`config.mk`:
```
export PLATFORM = sky130hd
export DESIGN_NAME = device_table_nth_match_core
export DESIGN_NICKNAME = d
export VERILOG_FILES = /design/src/rtl/dtnm_pkg.sv /design/src/rtl/dtnm_ram.sv /design/src/rtl/dtnm_ctrl.sv /design/src/rtl/dtnm_datapath.sv /design/src/rtl/device_table_nth_match_core.sv
export VERILOG_INCLUDE_DIRS = /design/src /design/src/rtl
export SDC_FILE = /design/constraint.sdc
export NUM_CORES = 2
export LEC_CHECK = 0
export BUFFER_PORTS_ARGS = -buffer_cell sky130_fd_sc_hd__buf_4
export CORE_MARGIN = 8
export CORE_UTILIZATION = 62
export DETAILED_ROUTE_END_ITERATION = 7
export PLACE_DENSITY_LB_ADDON = 0.1
export SLEW_MARGIN = 20
export SYNTH_ARGS = -nofsm -noshare
export SYNTH_HDL_FRONTEND = slang
export SYNTH_SLANG_ARGS = --single-unit
```
`constraint.sdc`:
```
create_clock -name aclk -period 5.6 [get_ports aclk]
set_input_delay 1.4 -clock aclk [delete_from_list [all_inputs] [get_ports aclk]]
set_output_delay 1.4 -clock aclk [all_outputs]
set_load 0.005 [all_outputs]
```
`src/rtl/device_table_nth_match_core_assert.svh`:
```
// assertion macros shared by the device table rtl
// included by the controller and datapath files, needs no package
`ifndef DEVICE_TABLE_NTH_MATCH_CORE_ASSERT_SVH
`define DEVICE_TABLE_NTH_MATCH_CORE_ASSERT_SVH

// same-cycle implication, disabled while reset is asserted
`define DTNM_ASSERT_NOW(lbl, clk, rst_n, pre, post) \
    lbl: assert property (@(posedge clk) disable iff (!(rst_n)) (pre) |-> (post)) \
        else $error("assertion failed");

// next-cycle implication, disabled while reset is asserted
`define DTNM_ASSERT_NEXT(lbl, clk, rst_n, pre, post) \
    lbl: assert property (@(posedge clk) disable iff (!(rst_n)) (pre) |=> (post)) \
        else $error("assertion failed");

`endif

```
`src/rtl/dtnm_pkg.sv`:
```
// shared types and constants for the device table with nth-match lookup
// used by the controller, the datapath and the top level
`default_nettype none

package dtnm_pkg;

    // operation codes carried in s_tuser
    typedef enum logic [1:0] {
        OP_CLEAR  = 2'd0,
        OP_INSERT = 2'd1,
        OP_FIND   = 2'd2
    } op_t;

    // result status codes carried in m_tuser
    localparam logic [1:0] ST_OK        = 2'd0;
    localparam logic [1:0] ST_NOT_FOUND = 2'd1;
    localparam logic [1:0] ST_FULL      = 2'd2;

    // entry layout: vendor, device id, bus, device number, function
    localparam int ENTRY_W = 48;
    // input item payload: entry fields plus instance request
    localparam int ITEM_W  = 53;
    localparam int INST_W  = 5;
    localparam int BDF_W   = 16;

    typedef struct packed {
        logic do_clear;
        logic do_insert;
        logic start_find;
        logic emit_simple;
        logic scan;
        logic emit_scan;
    } dp_cmd_t;

    typedef struct packed {
        logic out_free;
        logic scan_done;
    } dp_status_t;

endpackage

`default_nettype wire

```
`src/rtl/dtnm_ram.sv`:
```
// generic single write port, single read port ram with registered read
// no package dependency
`default_nettype none

module dtnm_ram #(
    parameter int WIDTH = 48,
    parameter int DEPTH = 32
) (
    input  wire logic                                        clk,
    input  wire logic                                        we,
    input  wire logic [$clog2((DEPTH > 1) ? DEPTH : 2)-1:0]  waddr,
    input  wire logic [WIDTH-1:0]                            wdata,
    input  wire logic                                        re,
    input  wire logic [$clog2((DEPTH > 1) ? DEPTH : 2)-1:0]  raddr,
    output logic      [WIDTH-1:0]                            rdata
);
    logic [WIDTH-1:0] mem [DEPTH];

    always_ff @(posedge clk) begin
        if (we) begin
            mem[waddr] <= wdata;
        end
        if (re) begin
            rdata <= mem[raddr];
        end
    end
endmodule

`default_nettype wire

```
`src/rtl/dtnm_ctrl.sv`:
```
// controller state machine: input handshake and find sequencing
// depends on dtnm_pkg and the assertion macro header
`default_nettype none
`include "device_table_nth_match_core_assert.svh"

module dtnm_ctrl (
    input  wire logic                 aclk,
    input  wire logic                 aresetn,
    input  wire logic                 s_tvalid,
    input  wire logic [1:0]           s_op,
    input  wire dtnm_pkg::dp_status_t sts,
    output logic                      s_tready,
    output dtnm_pkg::dp_cmd_t         cmd
);
    typedef enum logic [1:0] {
        S_IDLE = 2'b01,
        S_SCAN = 2'b10
    } state_t;

    state_t state_reg, state_next;
    logic   accept;
    logic   is_find;

    assign s_tready = (state_reg == S_IDLE) && sts.out_free;
    assign accept   = s_tvalid && s_tready;
    assign is_find  = (s_op == dtnm_pkg::OP_FIND);

    always_comb begin
        state_next = state_reg;
        unique case (state_reg)
            S_IDLE: begin
                if (accept && is_find) begin
                    state_next = S_SCAN;
                end
            end
            S_SCAN: begin
                if (sts.scan_done) begin
                    state_next = S_IDLE;
                end
            end
            default: state_next = S_IDLE;
        endcase
    end

    always_comb begin
        cmd             = '0;
        cmd.do_clear    = accept && (s_op == dtnm_pkg::OP_CLEAR);
        cmd.do_insert   = accept && (s_op == dtnm_pkg::OP_INSERT);
        cmd.start_find  = accept && is_find;
        cmd.emit_simple = accept && !is_find;
        cmd.scan        = (state_reg == S_SCAN);
        cmd.emit_scan   = (state_reg == S_SCAN) && sts.scan_done;
    end

    always_ff @(posedge aclk) begin
        if (!aresetn) begin
            state_reg <= S_IDLE;
        end else begin
            state_reg <= state_next;
        end
    end

    `DTNM_ASSERT_NOW(a_no_accept_in_scan, aclk, aresetn, state_reg == S_SCAN, !s_tready)
    `DTNM_ASSERT_NEXT(a_scan_holds, aclk, aresetn,
        (state_reg == S_SCAN) && !sts.scan_done, state_reg == S_SCAN)
endmodule

`default_nettype wire

```
`src/rtl/dtnm_datapath.sv`:
```
// datapath: entry store, fill count, find scan and result register
// depends on dtnm_pkg, dtnm_ram and the assertion macro header
`default_nettype none
`include "device_table_nth_match_core_assert.svh"

module dtnm_datapath #(
    parameter int TABLE_DEPTH = 32
) (
    input  wire logic                          aclk,
    input  wire logic                          aresetn,
    input  wire dtnm_pkg::dp_cmd_t             cmd,
    input  wire logic [dtnm_pkg::ITEM_W-1:0]   item,
    output dtnm_pkg::dp_status_t               sts,
    input  wire logic                          m_tready,
    output logic                               m_tvalid,
    output logic [1:0]                         m_status,
    output logic [dtnm_pkg::BDF_W-1:0]         m_bdf
);
    localparam int AW = (TABLE_DEPTH > 1) ? $clog2(TABLE_DEPTH) : 1;
    localparam int CW = $clog2(TABLE_DEPTH + 1);
    localparam int IW = dtnm_pkg::INST_W;

    logic [CW-1:0] count_reg, count_next;
    logic [CW-1:0] scan_addr_reg, scan_addr_next;
    logic [IW-1:0] seen_reg, seen_next;
    logic [IW-1:0] want_reg;
    logic [15:0]   vid_reg;
    logic [15:0]   did_reg;
    logic          rd_valid_reg, rd_valid_next;
    logic          m_valid_reg, m_valid_next;
    logic [1:0]    status_reg, status_next;
    logic [dtnm_pkg::BDF_W-1:0] bdf_reg, bdf_next;

    logic [dtnm_pkg::ENTRY_W-1:0] rdata;
    logic full;
    logic addr_lt_count;
    logic issue;
    logic match;
    logic hit_now;
    logic wr_en;

    assign full          = (count_reg == CW'(TABLE_DEPTH));
    assign addr_lt_count = (scan_addr_reg < count_reg);
    assign match         = (rdata[15:0] == vid_reg) && (rdata[31:16] == did_reg);
    assign hit_now       = rd_valid_reg && match && (seen_reg == want_reg);
    assign issue         = cmd.scan && addr_lt_count && !hit_now;
    assign wr_en         = cmd.do_insert && !full;

    assign sts.out_free  = !m_valid_reg || m_tready;
    // done on a hit, or once every filled entry has been read back
    assign sts.scan_done = hit_now || (!rd_valid_reg && !addr_lt_count);

    dtnm_ram #(
        .WIDTH (dtnm_pkg::ENTRY_W),
        .DEPTH (TABLE_DEPTH)
    ) u_store (
        .clk   (aclk),
        .we    (wr_en),
        .waddr (count_reg[AW-1:0]),
        .wdata (item[dtnm_pkg::ENTRY_W-1:0]),
        .re    (issue),
        .raddr (scan_addr_reg[AW-1:0]),
        .rdata (rdata)
    );

    always_comb begin
        count_next     = count_reg;
        scan_addr_next = scan_addr_reg;
        seen_next      = seen_reg;
        rd_valid_next  = 1'b0;
        if (cmd.do_clear) begin
            count_next = '0;
        end else if (wr_en) begin
            count_next = count_reg + 1'b1;
        end
        if (cmd.start_find) begin
            scan_addr_next = '0;
            seen_next      = '0;
        end else if (cmd.scan) begin
            rd_valid_next = issue;
            if (issue) begin
                scan_addr_next = scan_addr_reg + 1'b1;
            end
            if (rd_valid_reg && match && !hit_now) begin
                seen_next = seen_reg + 1'b1;
            end
        end
    end

    always_comb begin
        m_valid_next = m_valid_reg && !m_tready;
        status_next  = status_reg;
        bdf_next     = bdf_reg;
        if (cmd.emit_simple) begin
            m_valid_next = 1'b1;
            status_next  = (cmd.do_insert && full) ? dtnm_pkg::ST_FULL : dtnm_pkg::ST_OK;
            bdf_next     = '0;
        end else if (cmd.emit_scan) begin
            m_valid_next = 1'b1;
            status_next  = hit_now ? dtnm_pkg::ST_OK : dtnm_pkg::ST_NOT_FOUND;
            bdf_next     = hit_now ? rdata[47:32] : '0;
        end
    end

    always_ff @(posedge aclk) begin
        if (!aresetn) begin
            count_reg    <= '0;
            rd_valid_reg <= 1'b0;
            m_valid_reg  <= 1'b0;
        end else begin
            count_reg    <= count_next;
            rd_valid_reg <= rd_valid_next;
            m_valid_reg  <= m_valid_next;
        end
    end

    always_ff @(posedge aclk) begin
        scan_addr_reg <= scan_addr_next;
        seen_reg      <= seen_next;
        status_reg    <= status_next;
        bdf_reg       <= bdf_next;
        if (cmd.start_find) begin
            vid_reg  <= item[15:0];
            did_reg  <= item[31:16];
            want_reg <= item[dtnm_pkg::ITEM_W-1:dtnm_pkg::ENTRY_W];
        end
    end

    assign m_tvalid = m_valid_reg;
    assign m_status = status_reg;
    assign m_bdf    = bdf_reg;

    `DTNM_ASSERT_NOW(a_out_empty_in_scan, aclk, aresetn, cmd.scan, !m_valid_reg)
    `DTNM_ASSERT_NOW(a_count_bounded, aclk, aresetn, 1'b1, count_reg <= CW'(TABLE_DEPTH))
    `DTNM_ASSERT_NOW(a_read_only_in_scan, aclk, aresetn, rd_valid_reg, cmd.scan)
endmodule

`default_nettype wire

```
`src/rtl/device_table_nth_match_core.sv`:
```
// Device table with nth-match lookup.
// Input channel s_*: one transaction per operation, s_tuser selects clear,
// insert or find; s_tdata carries the entry fields and the instance request.
// Output channel m_*: exactly one result transaction per input transaction,
// in order; m_tuser is the status, m_tdata the bus/device/function of a hit.
// Clear and insert answer directly: the result is registered at the edge that
// accepts the item and the next item may follow in the following cycle.
// Find walks the filled entries in insertion order, one RAM read per cycle,
// ending early at the requested match; its result is registered once the
// match is seen or every filled entry has been read back. The single read
// port of the entry store sets that pace. s_tready is low while a find is
// scanning.
// A new item is accepted while a result waits, provided the receiver takes
// that result in the same cycle; if m_tready stays low the result holds and
// s_tready drops until it is taken.
// Reset (aresetn low, synchronous) empties the table by clearing the fill
// count; entries beyond the count are never read, so the RAM needs no clear
// and the block accepts items in the first cycle after reset.
// Depends on dtnm_pkg, dtnm_ctrl, dtnm_datapath and dtnm_ram.
`default_nettype none

module device_table_nth_match_core #(
    parameter int TABLE_DEPTH = 32
) (
    input  wire logic        aclk,
    input  wire logic        aresetn,
    input  wire logic        s_tvalid,
    output logic             s_tready,
    // vendor_id[15:0], device_id[31:16], bus_number[39:32],
    // device_number[44:40], function_number[47:45], instance_req[52:48]
    input  wire logic [55:0] s_tdata,
    // operation[1:0]
    input  wire logic [1:0]  s_tuser,
    output logic             m_tvalid,
    input  wire logic        m_tready,
    // found_bus[7:0], found_device[12:8], found_function[15:13]
    output logic [15:0]      m_tdata,
    // status[1:0]
    output logic [1:0]       m_tuser
);
    dtnm_pkg::dp_cmd_t    cmd;
    dtnm_pkg::dp_status_t sts;

    dtnm_ctrl u_ctrl (
        .aclk     (aclk),
        .aresetn  (aresetn),
        .s_tvalid (s_tvalid),
        .s_op     (s_tuser),
        .sts      (sts),
        .s_tready (s_tready),
        .cmd      (cmd)
    );

    dtnm_datapath #(
        .TABLE_DEPTH (TABLE_DEPTH)
    ) u_datapath (
        .aclk     (aclk),
        .aresetn  (aresetn),
        .cmd      (cmd),
        .item     (s_tdata[dtnm_pkg::ITEM_W-1:0]),
        .sts      (sts),
        .m_tready (m_tready),
        .m_tvalid (m_tvalid),
        .m_status (m_tuser),
        .m_bdf    (m_tdata)
    );
endmodule

`default_nettype wire
```
# After elaboration in Yosys (flattened, before gate mapping)
# Memories as Yosys holds them, arrays and structs flattened. A register that Yosys moved wholly into a read port is not among the register bits.
# Cells that the tools add are included.
# classes
n_eq_ne,10
bitwise_logic,2
mux,12
reduce_logical,33
addsub,3
n_lt_le_gt_ge,1
# ops
operator,n
equality test 16 bit,2
logical AND 1 bit,17
two-way mux 16 bit,1
adder 6 x 1 -> 6 bit (second input constant),2
two-way mux 2 bit,5
logical NOT 1 bit,7
equality test 6 bit (second input constant),1
< comparator 6 bit,1
AND reduction 2 bit,3
adder 5 x 1 -> 5 bit (second input constant),1
equality test 5 bit,1
two-way mux 1 bit,5
equality test 2 x 1 -> 1 bit (second input constant),2
equality test 2 bit (second input constant),2
!= test 2 bit (second input constant),2
case mux 2 bit (2 select lines),1
OR reduction 3 bit,1
logical NOT 2 bit,1
logical OR 1 bit,2
inverter 1 bit,2
nonzero test 2 bit,1
OR reduction 2 bit,1
# totals
inputBits,62
register_bits,76
wordCells,73
out_inout_bits,20
ramBits,1536
memories,1
# mem_list
name,words,width,rd,rd_clocked_by_memory_dff,write_ports,line,rtl
u_datapath.u_store.mem,32,48,1,1,1,dtnm_ram.sv:17,logic [WIDTH-1:0] mem [DEPTH];

# Depth between registers and ports, before layout
# logic_depth
depth_word,8
mapped_depth,10
mapped_depth_nobuf,9

# Cells and area by module
# Synthesis repeated with hierarchy kept, for this count alone.
# unflattened
cells_unflattened,3665
hier_area_um2,64622.0
# modules_own_cells
module,cells_each,seq_area_each_um2,n_inst,area_per_inst_um2
dtnm_ram,3364,47565.6,1,61205.0
dtnm_datapath,284,1871.8,1,3279.4
dtnm_ctrl,17,40.0,1,137.6

# Least setup slack after synthesis
# Ideal clock, no wire load.
# synth_timing
kind,input port to flip-flop
from,in m_tready
to,mem u_datapath.u_store.mem[31][0] (enable)
cell_stages,6
path_buffers,1
setup_ns,0.454
arrival_ns,4.606
slack_ns,0.540
required_ns,5.146
path_cell_list,nor2b_1 > nor4b_1 > and3_1 > clkbuf_1 > nand2_1 > nor2_1
# synth_between
elab_chain_cells,7
# synth_lines
item,line,rtl
start: declaration,device_table_nth_match_core.sv:35,"input wire logic m_tready,"
logical OR 1 bit,dtnm_datapath.sv:49,assign sts.out_free = !m_valid_reg || m_tready;
logical AND 1 bit,dtnm_ctrl.sv:24,assign s_tready = (state_reg == S_IDLE) && sts.out_free;
logical AND 1 bit,dtnm_ctrl.sv:25,assign accept = s_tvalid && s_tready;
logical AND 1 bit,dtnm_ctrl.sv:48,cmd.do_insert = accept && (s_op == dtnm_pkg::OP_INSERT);
logical AND 1 bit,dtnm_datapath.sv:47,assign wr_en = cmd.do_insert && !full;
two-way mux 1 bit,dtnm_ram.sv:20,if (we) begin
two-way mux 1 bit (not written as such),dtnm_ram.sv:21,mem[waddr] <= wdata;
end: declaration,dtnm_ram.sv:17,
# Every way passes these cells.

# Final worst setup path
# layout_timing
from,in m_tready
to,mem u_datapath.u_store.mem[27][41] (enable)
# The elaborated chain is that of the path after synthesis.

==> impl_metrics.yaml <==
power_and_ir_drop:
  leakagePower_uw: 0.0215
  ir_drop_mv: 0.308
  powerDensity_nw_per_um2: 348
  power_uw: 24700
worst_hold_path:
  min_to: "u_datapath.m_bdf[13]$_SDFFE_PP0P_"
  hold_depth: 1
  hold_path.class: "flip-flop to flip-flop"
  hp-start: "u_datapath.u_store.rdata[45]$_DFFE_PP_"
yosys:
  synthesis.nets: 2617
  synth_warnings: 0
  synth_edf_count: 1623
  ys_seq_elements: 1660
  yosys_most_used_dff: "edfxtp_1"
  synth-async-reset-ratio_pct: 0
  synth_top_area_share_pct: 77.5
  yosys-top-cells-area: "edfxtp_1, mux4_2, dfxtp_1, mux2_2, xor2_1"
  avgSynthCellArea_um2: 24.7
  netlist_top_cells_count: "edfxtp_1, mux4_2, clkbuf_1, mux2_2, nor2_1"
  synth.distinct_cells: 43
  synthCells: 2544
  synth_top_cell_by_area: "edfxtp_1"
  yosysMostFrequentCell: "edfxtp_1"
  synth_area_um2: 62900
  ys_seq_area_share_pct: 78.6
timing:
  hold_viol: 0
  worst_slew_pin_slew_ps: 1110
  max_clock_freq_mhz: 248
  clock_skew_ps: 24.5
  fin_crit_sh_pct: 72.1
  fin_ws_ps: 1560
  maxSlewHeadroom_pct: 26.2
  period_minus_slack_ps: 4040
  finalSetupTns_ps: 0
  hold_ws_ps: 467
  rsz0062_at_grt: "false"
  finalSetupViolCount: 0
  finalMaxSlewViolations: 0
setup_path:
  worstPathCellList: "buf_4 -> nor2b_1 -> nor4b_1 -> buf_4 -> and3_1 -> nand2_1 -> nor2_4 -> buf_4"
  rrSetupSlack_ps: 1570
  crit_path_end_kind: "flip-flop"
  r2r_cells: 7
  cp_common_cell: "buf_4"
  cp_max_fo: 11
  path_class: "input port to flip-flop"
  slowest_delay_ps: 830
  critPathSlowestCell: "nor2_4"
  cp_data_required_time_ps: 6040
  cp_num_buf_inv: 3
  crit_arrival_ps: 4480
  worst_setup_path_start_kind: "input port"
  r2r-start: "u_datapath.scan_addr_reg[1]$_SDFFE_PP0P_"
  crit_family: "simple AND/OR/NAND/NOR gates"
  r2r-end: "u_datapath.u_store.rdata[15]$_DFFE_PP_"
cts:
  root_buffer: "clkbuf_16"
  post_cts_buffers: 0
  path_clk_slew_ps: 60
  hold_buffers: 0
  cts_resized: 0
  clk_path_buf_depth: 3
  cts_tree: "built"
  numCtsBuffers: 161
  clock_latency_ps: 760
  cts.sinks: 1660
  htreeDepth: 4
cells_and_area:
  area_growth_pct: 12.9
  final_layout_size_suffix_gt1_share_pct: 33.4
  reg_top3: "u_datapath.u_store.mem: 1536 flops, u_datapath.u_store.rdata: 48 flops"
  fin_nets: 2827
  largest_reg_flops: 1536
  finalInstanceArea_um2: 71000
  regMostFlops: "u_datapath.u_store.mem"
place:
  pre_cts_ws_ps: 841
  place_hpwl_mm: 71.7
  port_buffers: 78
  routabilityCongestion: 0.808
  dpl_cell_area_um2: 65800
run:
  maxCapViolCount: 0
routing:
  vias: 28100
  drc: 0
  top_layer: "met5"
  drtIter0Drc: 3203
  drt-vias-per-instance: 6.61
  drt_pre_antenna_iters: 7
  met2_length_mm: 69.2
  ant_nets: 0
  drt_wl_total_mm: 138
  wl_per_cell_um: 32.5
  wl_met3_mm: 11.8
  wl_met1_mm: 53.1
grt:
  antenna_found_initial: 2
  overflow: 0
  grt_usage_pct: 25.0
  grt_pass1_wl_mm: 201
  grt_pass1_vias: 29300
  grt_max_degree: 134
floorplan:
  die_w_um: 335
  die_h_um: 335
  coreArea_um2: 101000
  ioPinCount: 82
  die-area_um2: 112000
  initial_utilization_pct: 62.2
  num_rows: 117
outcome:
  status: "completed"
[report_power, final]
group | switching (µW) | internal, µW
Combinational | 302 | 172
Clock | 4470 | 6140
Sequential | 15.4 | 13600
[worst max-delay path by stage]
| stage | endpoint | cells past startpoint | slack [ps] | from |
|---|---|---|---|---|
| after detailed placement | u_datapath.u_store.mem[27][41]$_DFFE_PP_ | 8 | 840 | m_tready |
| after global placement | u_datapath.u_store.mem[27][41]$_DFFE_PP_ | 8 | 850 | m_tready |
| after global routing | u_datapath.u_store.rdata[15]$_DFFE_PP_ | 7 | 1370 | u_datapath.scan_addr_reg[1]$_SDFFE_PP0P_ |
| final | u_datapath.u_store.mem[27][41]$_DFFE_PP_ | 8 | 1560 | m_tready |
| after CTS | u_datapath.u_store.rdata[15]$_DFFE_PP_ | 7 | 1580 | u_datapath.scan_addr_reg[1]$_SDFFE_PP0P_ |
| after floorplan | u_datapath.u_store.mem[31][0]$_DFFE_PP_ | 6 | 540 | m_tready |
[kinds of logic after synthesis]
group,synth area share (%)
XOR/XNOR,0.585
AND/OR/NAND/NOR,1.03
flip-flops,78.6
adder cells (fa/ha/maj),0.219
multiplexers,18.2
buffers and inverters,0.909
AO/OA/AOI/OAI,0.473
[routing by layer]
metal | track usage (%) | vias to the layer above
met5 | 0 | -
li1 | - | 11400
met4 | 8.21 | 2
met2 | 40.7 | 1298
met1 | 34.3 | 15100
met3 | 5.62 | 265
[cells in the final DEF (no fill, tap or decap), types with 3 or more instances in the layout]
| cell | n |
|---|---|
| a21oi_1 | 3 |
| a22o_1 | 16 |
| and3_1 | 3 |
| buf_12 | 17 |
| buf_4 | 148 |
| bufinv_16 | 14 |
| clkbuf_1 | 26 |
| clkbuf_16 | 168 |
| clkinv_1 | 42 |
| clkinv_2 | 31 |
| clkinv_8 | 3 |
| clkinvlp_4 | 3 |
| dfxtp_1 | 32 |
| dfxtp_4 | 5 |
| edfxtp_1 | 1623 |
| ha_1 | 11 |
| inv_1 | 9 |
| inv_16 | 3 |
| mux2_2 | 48 |
| mux2i_1 | 7 |
| mux4_2 | 480 |
| nand2_1 | 20 |
| nand2b_1 | 6 |
| nand3_1 | 14 |
| nand4_1 | 8 |
| nor2_1 | 14 |
| nor2_4 | 32 |
| nor2b_1 | 5 |
| nor3_1 | 7 |
| nor4_1 | 15 |
| o21ai_0 | 4 |
| o31ai_1 | 3 |
| xnor2_1 | 8 |
| xor2_1 | 34 |
[through the flow]
| step | util (%) | cells |
|---|---|---|
| 2_1_floorplan | - | 2544 |
| 3_3_place_gp | 65.1 | 3959 |
| 3_5_place_dp | 65.1 | 3959 |
| 4_1_cts | 70.2 | 4252 |
| 5_1_grt | 70.2 | 4252 |
| 6_report | 70.2 | 4254 |
[final cells by class]
type                    instances  area [µm²]
inverters                      12        46.3
clock inverters                98         891
multi-input cells             754       13100
flip-flops and latches       1660       49500
clock buffers                 195        4320
fillers                      5732       30100
well taps                    1368        1710
diodes                          2        5.00
repair buffers                165        1450
Note: power is estimated with default switching activity, not from simulation.
